## config.mk

```make
export PLATFORM = sky130hd
export DESIGN_NAME = lrs_div
export DESIGN_NICKNAME = d
export VERILOG_FILES = /design/src/hw/rtl/lrs_pkg.sv /design/src/hw/rtl/lrs_div.sv
export VERILOG_INCLUDE_DIRS = /design/src /design/src/hw/rtl
export SDC_FILE = /design/constraint.sdc
export NUM_CORES = 1
export LEC_CHECK = 0
export BUFFER_PORTS_ARGS = -buffer_cell sky130_fd_sc_hd__buf_2
export CAP_MARGIN = 15
export CORE_MARGIN = 1.5
export CORE_UTILIZATION = 50
export DETAILED_ROUTE_END_ITERATION = 12
export GPL_ROUTABILITY_DRIVEN = 1
export GPL_TIMING_DRIVEN = 0
export PLACE_DENSITY = 0.75
export SYNTH_ARGS = -nofsm -noshare
export SYNTH_HDL_FRONTEND = slang
export SYNTH_SLANG_ARGS = --single-unit
```

## constraint.sdc

```tcl
create_clock -name clk -period 5 [get_ports clk]
set_input_delay 1 -clock clk [delete_from_list [all_inputs] [get_ports clk]]
set_output_delay 1 -clock clk [all_outputs]
set_load 0.05 [all_outputs]
```

## src/hw/rtl/assert_macros.svh

```systemverilog
// assertion macros shared by the rtl modules
`ifndef ASSERT_MACROS_SVH
`define ASSERT_MACROS_SVH

// property must hold at every clock edge outside reset
`define ASSERT_CLK(name, prop, msg) \
    name: assert property (@(posedge clk) disable iff (!rst_n) prop) \
        else $error(msg);

// condition must never be true outside reset
`define ASSERT_NEVER(name, cond, msg) \
    name: assert property (@(posedge clk) disable iff (!rst_n) !(cond)) \
        else $error(msg);

`endif

```

## src/hw/rtl/lrs_pkg.sv

```systemverilog
// types and constants of the labeled region statistics block
package lrs_pkg;

    localparam int LABEL_BITS     = 11;
    localparam int VALUE_BITS     = 16;
    localparam int COUNT_BITS     = 20;
    localparam int SUM_BITS       = COUNT_BITS + VALUE_BITS;
    localparam int MAX_LABELS_DEF = 1024;

    localparam logic signed [VALUE_BITS-1:0] BAD_VALUE_RST = -16'sd9999;

    localparam logic REQ_ACCUM = 1'b0;
    localparam logic REQ_READ  = 1'b1;

    typedef struct packed {
        logic                         req_type;
        logic [LABEL_BITS-1:0]        label;
        logic signed [VALUE_BITS-1:0] value;
        logic signed [VALUE_BITS-1:0] companion;
    } lrs_in_t;

    typedef struct packed {
        logic [LABEL_BITS-1:0]        out_label;
        logic [COUNT_BITS-1:0]        pixel_count;
        logic signed [VALUE_BITS-1:0] mean_value;
        logic signed [VALUE_BITS-1:0] min_value;
        logic signed [VALUE_BITS-1:0] max_value;
        logic signed [VALUE_BITS-1:0] companion_at_min;
        logic                         is_empty;
        logic                         count_saturated;
    } lrs_out_t;

    typedef struct packed {
        logic [COUNT_BITS-1:0]        count;
        logic signed [SUM_BITS-1:0]   sum;
        logic signed [VALUE_BITS-1:0] minv;
        logic signed [VALUE_BITS-1:0] maxv;
        logic signed [VALUE_BITS-1:0] comp;
        logic                         ovf;
    } lrs_rec_t;

    typedef struct packed {
        logic busy;
        logic done;
    } lrs_div_stat_t;

endpackage

```

## src/hw/rtl/lrs_div.sv

```systemverilog
// sequential signed divider for the region mean, one quotient bit per cycle
`include "assert_macros.svh"

module lrs_div
    import lrs_pkg::*;
(
    input  logic                       clk,
    input  logic                       rst_n,
    input  logic                       start,
    input  logic signed [SUM_BITS-1:0] dividend,
    input  logic [COUNT_BITS-1:0]      divisor,
    input  logic                       take,
    output lrs_div_stat_t              stat,
    output logic signed [SUM_BITS-1:0] quotient
);

    localparam int STEP_W = $clog2(SUM_BITS + 1);

    typedef enum logic [1:0] {
        ST_IDLE,
        ST_RUN,
        ST_DONE
    } state_t;

    state_t                state_reg;
    logic [SUM_BITS-1:0]   quo_reg;
    logic [COUNT_BITS-1:0] rem_reg;
    logic [COUNT_BITS-1:0] dvs_reg;
    logic                  neg_reg;
    logic [STEP_W-1:0]     step_reg;

    logic [COUNT_BITS:0]   shifted;
    logic [COUNT_BITS:0]   diff;
    logic                  fits;

    assign shifted = {rem_reg, quo_reg[SUM_BITS-1]};
    assign diff    = shifted - {1'b0, dvs_reg};
    assign fits    = shifted >= {1'b0, dvs_reg};

    always_ff @(posedge clk or negedge rst_n)
    begin
        if (!rst_n)
        begin
            state_reg <= ST_IDLE;
            step_reg  <= '0;
        end
        else
        begin
            case (state_reg)
                ST_IDLE:
                begin
                    if (start)
                    begin
                        quo_reg   <= dividend[SUM_BITS-1] ? -dividend : dividend;
                        neg_reg   <= dividend[SUM_BITS-1];
                        rem_reg   <= '0;
                        dvs_reg   <= divisor;
                        step_reg  <= STEP_W'(SUM_BITS - 1);
                        state_reg <= ST_RUN;
                    end
                end
                ST_RUN:
                begin
                    rem_reg <= fits ? diff[COUNT_BITS-1:0] : shifted[COUNT_BITS-1:0];
                    quo_reg <= {quo_reg[SUM_BITS-2:0], fits};
                    if (step_reg == '0)
                    begin
                        state_reg <= ST_DONE;
                    end
                    else
                    begin
                        step_reg <= step_reg - STEP_W'(1);
                    end
                end
                ST_DONE:
                begin
                    if (take)
                    begin
                        state_reg <= ST_IDLE;
                    end
                end
                default:
                begin
                    state_reg <= ST_IDLE;
                end
            endcase
        end
    end

    assign stat.busy = state_reg != ST_IDLE;
    assign stat.done = state_reg == ST_DONE;
    assign quotient  = neg_reg ? -$signed(quo_reg) : $signed(quo_reg);

    `ASSERT_CLK(a_start_when_idle, start |-> state_reg == ST_IDLE, "divider started while busy")
    `ASSERT_CLK(a_take_when_done, take |-> state_reg == ST_DONE, "quotient taken before done")

endmodule

```

==> impl.org <==
** STA
- Setup slack of the critical path after layout :: 601 ps
- Setup violators final :: 0
- Setup total negative slack on the finished layout was measured at 0 ps.
- The clock period could shrink to 4400 ps.
- Maximum achievable frequency :: 0.227 GHz
- Final cycle utilization of the critical path :: 88.0%
- Pins Over Slew Limit :: 0
- Hold Violations, Final :: 0
- Between clock sinks in the finished design, the worst skew comes to 10.3 ps.
- Slew at the pin closest to its max-slew limit :: 997 ps
- Setup repair after global routing missed its margin :: no
- Headroom to the max-slew limit came out at 33.5%.

** Clock tree
- TritonCTS built the clock tree.
- Post-CTS repair changed the size of 0 cells.
- Insertion delay of the later-clocked pin in the worst-skew pair :: 350 ps
- Clk Tree Root Cell :: clkbuf_16
- Counting along the longest clock path gives a buffer depth of 2.
- Clock-pin slew on the worst setup and hold paths :: 60 ps
- Count of hold-fix buffers inserted at cts :: 0
- In this run the number of H-tree levels came out at 3.
- Number of clock sinks :: 85
- Post-CTS setup-driven buffer insertion count :: 0
- Counting the buffers created by CTS gives 9.

** Placed design
- Count of port buffers added during placement :: 97
- After legalization and detailed placement, the total HPWL measured 11100 um.
- The congestion estimate from routability-driven global placement came to 0.916.
- Before CTS, the worst setup slack after placement is 1060 ps.

** Cells and area
- Number of inserted diodes :: 0
- Layout cells sized above 1 :: 17.6%
- Sequential Area :: 2510 um2
- Flip-flop count of the largest register after layout :: 36
- The multi-input combinational cells in the finished layout cover a total of 3170 um2.
- The library cells used most frequently in the layout, excluding fill and tap cells, are buf_2, nand2_1, edfxtp_1.
- Most common cell after layout, fill and taps aside :: buf_2
- Synthesis-to-layout area growth :: 17.6%
- After the last flow step, the layout net total stands at 809.
- The filler cells instantiated in the layout total 963.

** Critical path
- The critical path in this run is classified as flip-flop to primary output.
- Crit path required time :: 4000 ps
- Worst Path Max Fanout :: 5
- The critical path goes through inv_1 -> ha_1 -> nand2b_1 -> nand2b_1 -> or4_1 -> nor3_1 -> nand2_1 -> o41ai_1 -> xnor2_1 -> buf_2.
- STA classifies the critical path endpoint as a primary output.
- Most common cell on crit path :: nand2b_1
- The largest single stage delay on the critical path is 520 ps.
- The worst setup path is launched from a flip-flop.
- STA puts the critical path data arrival time at 3400 ps.
- Top delay family on crit path :: simple AND/OR/NAND/NOR gates
- Worst-path cell with the longest stage delay :: or4_1
- Together, buffers and inverters on the worst path number 2.

** Routing
- In the routed layout, each cell is associated on average with a via count of 5.81.
- The pre-antenna-repair detailed-routing pass consisted of 5 iterations.
- The detailed router placed 5063 vias in this run.
- The detail route stage leaves a number of antenna-violating nets equal to 0.
- For this run, design rule violations remaining after detail routing come to 0.
- Average detailed-routed wire length per instance :: 16.7 um
- Routed wire length :: 14500 um
- Iter 0 DRT Violations :: 328

** Flow run
- Max-cap viol count :: 0

** GRT
- Number of global-route vias before repair :: 4873
- Met1 usage in global routing :: 32.4%
- Largest net degree at the start of global routing :: 22
- In the global route stage, overall resource usage came out at 23.6%.
- The first global-routing pass estimated 23200 um of wire.
- Met2 Resource Use GR :: 36.1%
- Most crowded layer after global routing :: met2
- The initial antenna violation count came to 0.
- GR met3 Demand/Resource :: 4.90%
- Summed over all layers, the global routing overflow is 0.

** Power
- Internal power comes to 2.42 mW.
- Net switching is 46.1% of the power.
- Across the VDD grid, the largest voltage drop is 354 uV.
- Comb pwr share :: 53.1%
- For this design the ratio of total power to cell area is 647 nW/um2.
- Static Leak :: 2.84 nW
- Part of the power in registers :: 31.2%
- The analysis attributes to net switching a power of 2.07 mW.
- The clock network is responsible for 15.7% of the overall power.

** Floorplanning
- The floorplan step set the die height to 112 um.
- Standard-cell rows :: 39
- Area of the core :: 11500 um2
- The floorplan step defined a die boundary enclosing 12400 um2.
- Width of the chip :: 112 um
- Top-level I/O count :: 98
- The initial utilization of the core area, before any placement, comes to 51.4%.

** Worst hold path
- The min-delay analysis places its worst path in the category input pin to async pin.

** Logic synthesis
- The most used flip-flop cell after synthesis is edfxtp_1.
- The number of nets in the synthesized netlist is 698.
- Count of synthesis-stage warnings from yosys :: 0
- The mapped netlist covers 5890 um2.
- Counting flops with a built-in enable in the synthesized netlist gives 77.
- For this run, asynchronously set or reset flops after synthesis account for 9.41%.
- Dividing the synthesized area by the synthesized cell count gives 9.61 um2.
- The number of different library cells used by synthesis comes to 57.
- After synthesis the netlist holds a flip-flop and latch count of 85.
- Sequential cells were found to cover 42.6% of the synthesized design area.
- Post-synthesis cell count :: 613

** Run status
- Result of the run :: finished clean
==> cells in the mapped netlist (2+ instances only) <==
library cell,number,share of area [%]
ha_1,24,5.1
and3_1,3,0.32
o21a_1,2,0.25
inv_1,33,2.1
a21oi_1,19,1.6
o211a_1,2,0.34
or3_1,8,0.85
nand4b_1,2,0.30
o211ai_1,3,0.38
edfxtp_1,77,39
nand2b_1,12,1.3
o21ai_0,71,6.0
o31ai_2,2,0.42
nor3b_1,2,0.25
a21o_1,10,1.3
o21bai_1,2,0.25
nor2b_1,4,0.42
nor2_1,27,1.7
nand2_1,77,4.9
mux2i_1,12,2.0
nor4_1,7,0.74
xor2_1,37,5.5
nor3_1,14,1.2
nand4_1,6,0.64
xnor2_1,48,7.1
a211o_1,2,0.30
or4_1,8,1.0
o41ai_1,11,1.6
o31ai_1,18,2.3
dfrtp_1,8,3.4
nand3_1,11,0.93
or3b_2,2,0.30
o21ai_1,2,0.17
a211oi_1,4,0.51
clkbuf_1,21,1.3
==> layout make-up <==
cell class | count | area share, %
Timing Repair Buffer | 100 | 7.83
Inverter | 33 | 1.79
Clock inverter | 7 | 1.16
Clock buffer | 9 | 3.25
Buffer | 24 | 1.37
Sequential cell | 85 | 36.2
Multi-Input combinational cell | 471 | 45.8
Tap cell | 143 | 2.58
==> per-layer routing <==
| layer | part of all wire, % | wire length, um | vias up |
|---|---|---|---|
| li1 | - | - | 2457 |
| met1 | 45 | 6510 | 2393 |
| met2 | 46 | 6750 | 181 |
| met3 | 6.2 | 903 | 32 |
| met4 | 2.7 | 388 | 0 |
| met5 | 0 | 0 | - |
==> power by group through the flow <==
stage          Clock, mW  Combinational [mW]  Sequential [mW]
6_report           0.705                2.38             1.40
5_1_grt            0.740                2.60             1.43
4_1_cts            0.712                2.37             1.40
3_5_place_dp           0                2.36             1.41
3_3_place_gp           0                2.28             1.40
2_1_floorplan          0                1.82             1.35
==> metrics by stage <==
stage / hold WS, ps / total power, mW / utilization (%) / cell area, um2 / std cells
CTS: 490 / 4.48 / 60.4 / 6930 / 872
floorplan: 479 / 3.17 / - / 5900 / 613
finish: 488 / 4.49 / 60.4 / 6930 / 872
global placement: 497 / 3.67 / 57.2 / 6560 / 853
global route: 501 / 4.77 / 60.4 / 6930 / 872
detailed placement: 517 / 3.77 / 57.8 / 6630 / 856
==> final timing paths <==
check	slack (ps)	cells past startpoint	startpoint	to
worst max-delay path	600	10	quo_reg[0]	quotient[34]
worst min-delay path	490	1	rst_n	state_reg[0]
worst max register to register	1650	9	rem_reg[2]	rem_reg[7]
worst min register to register	540	2	step_reg[5]	step_reg[5]
max in group asynchronous	4330	1	rst_n	step_reg[1]
min in group clk	540	2	step_reg[5]	step_reg[5]
==> logic make-up after synthesis <==
group | synth area share, %
compound gates | 17.4
fa+ha+maj | 5.44
mux | 2.23
buf+inv | 3.72
simple gates | 16.0
xor+xnor | 12.6
flops | 42.6
Power figures use the tool's default switching activity.
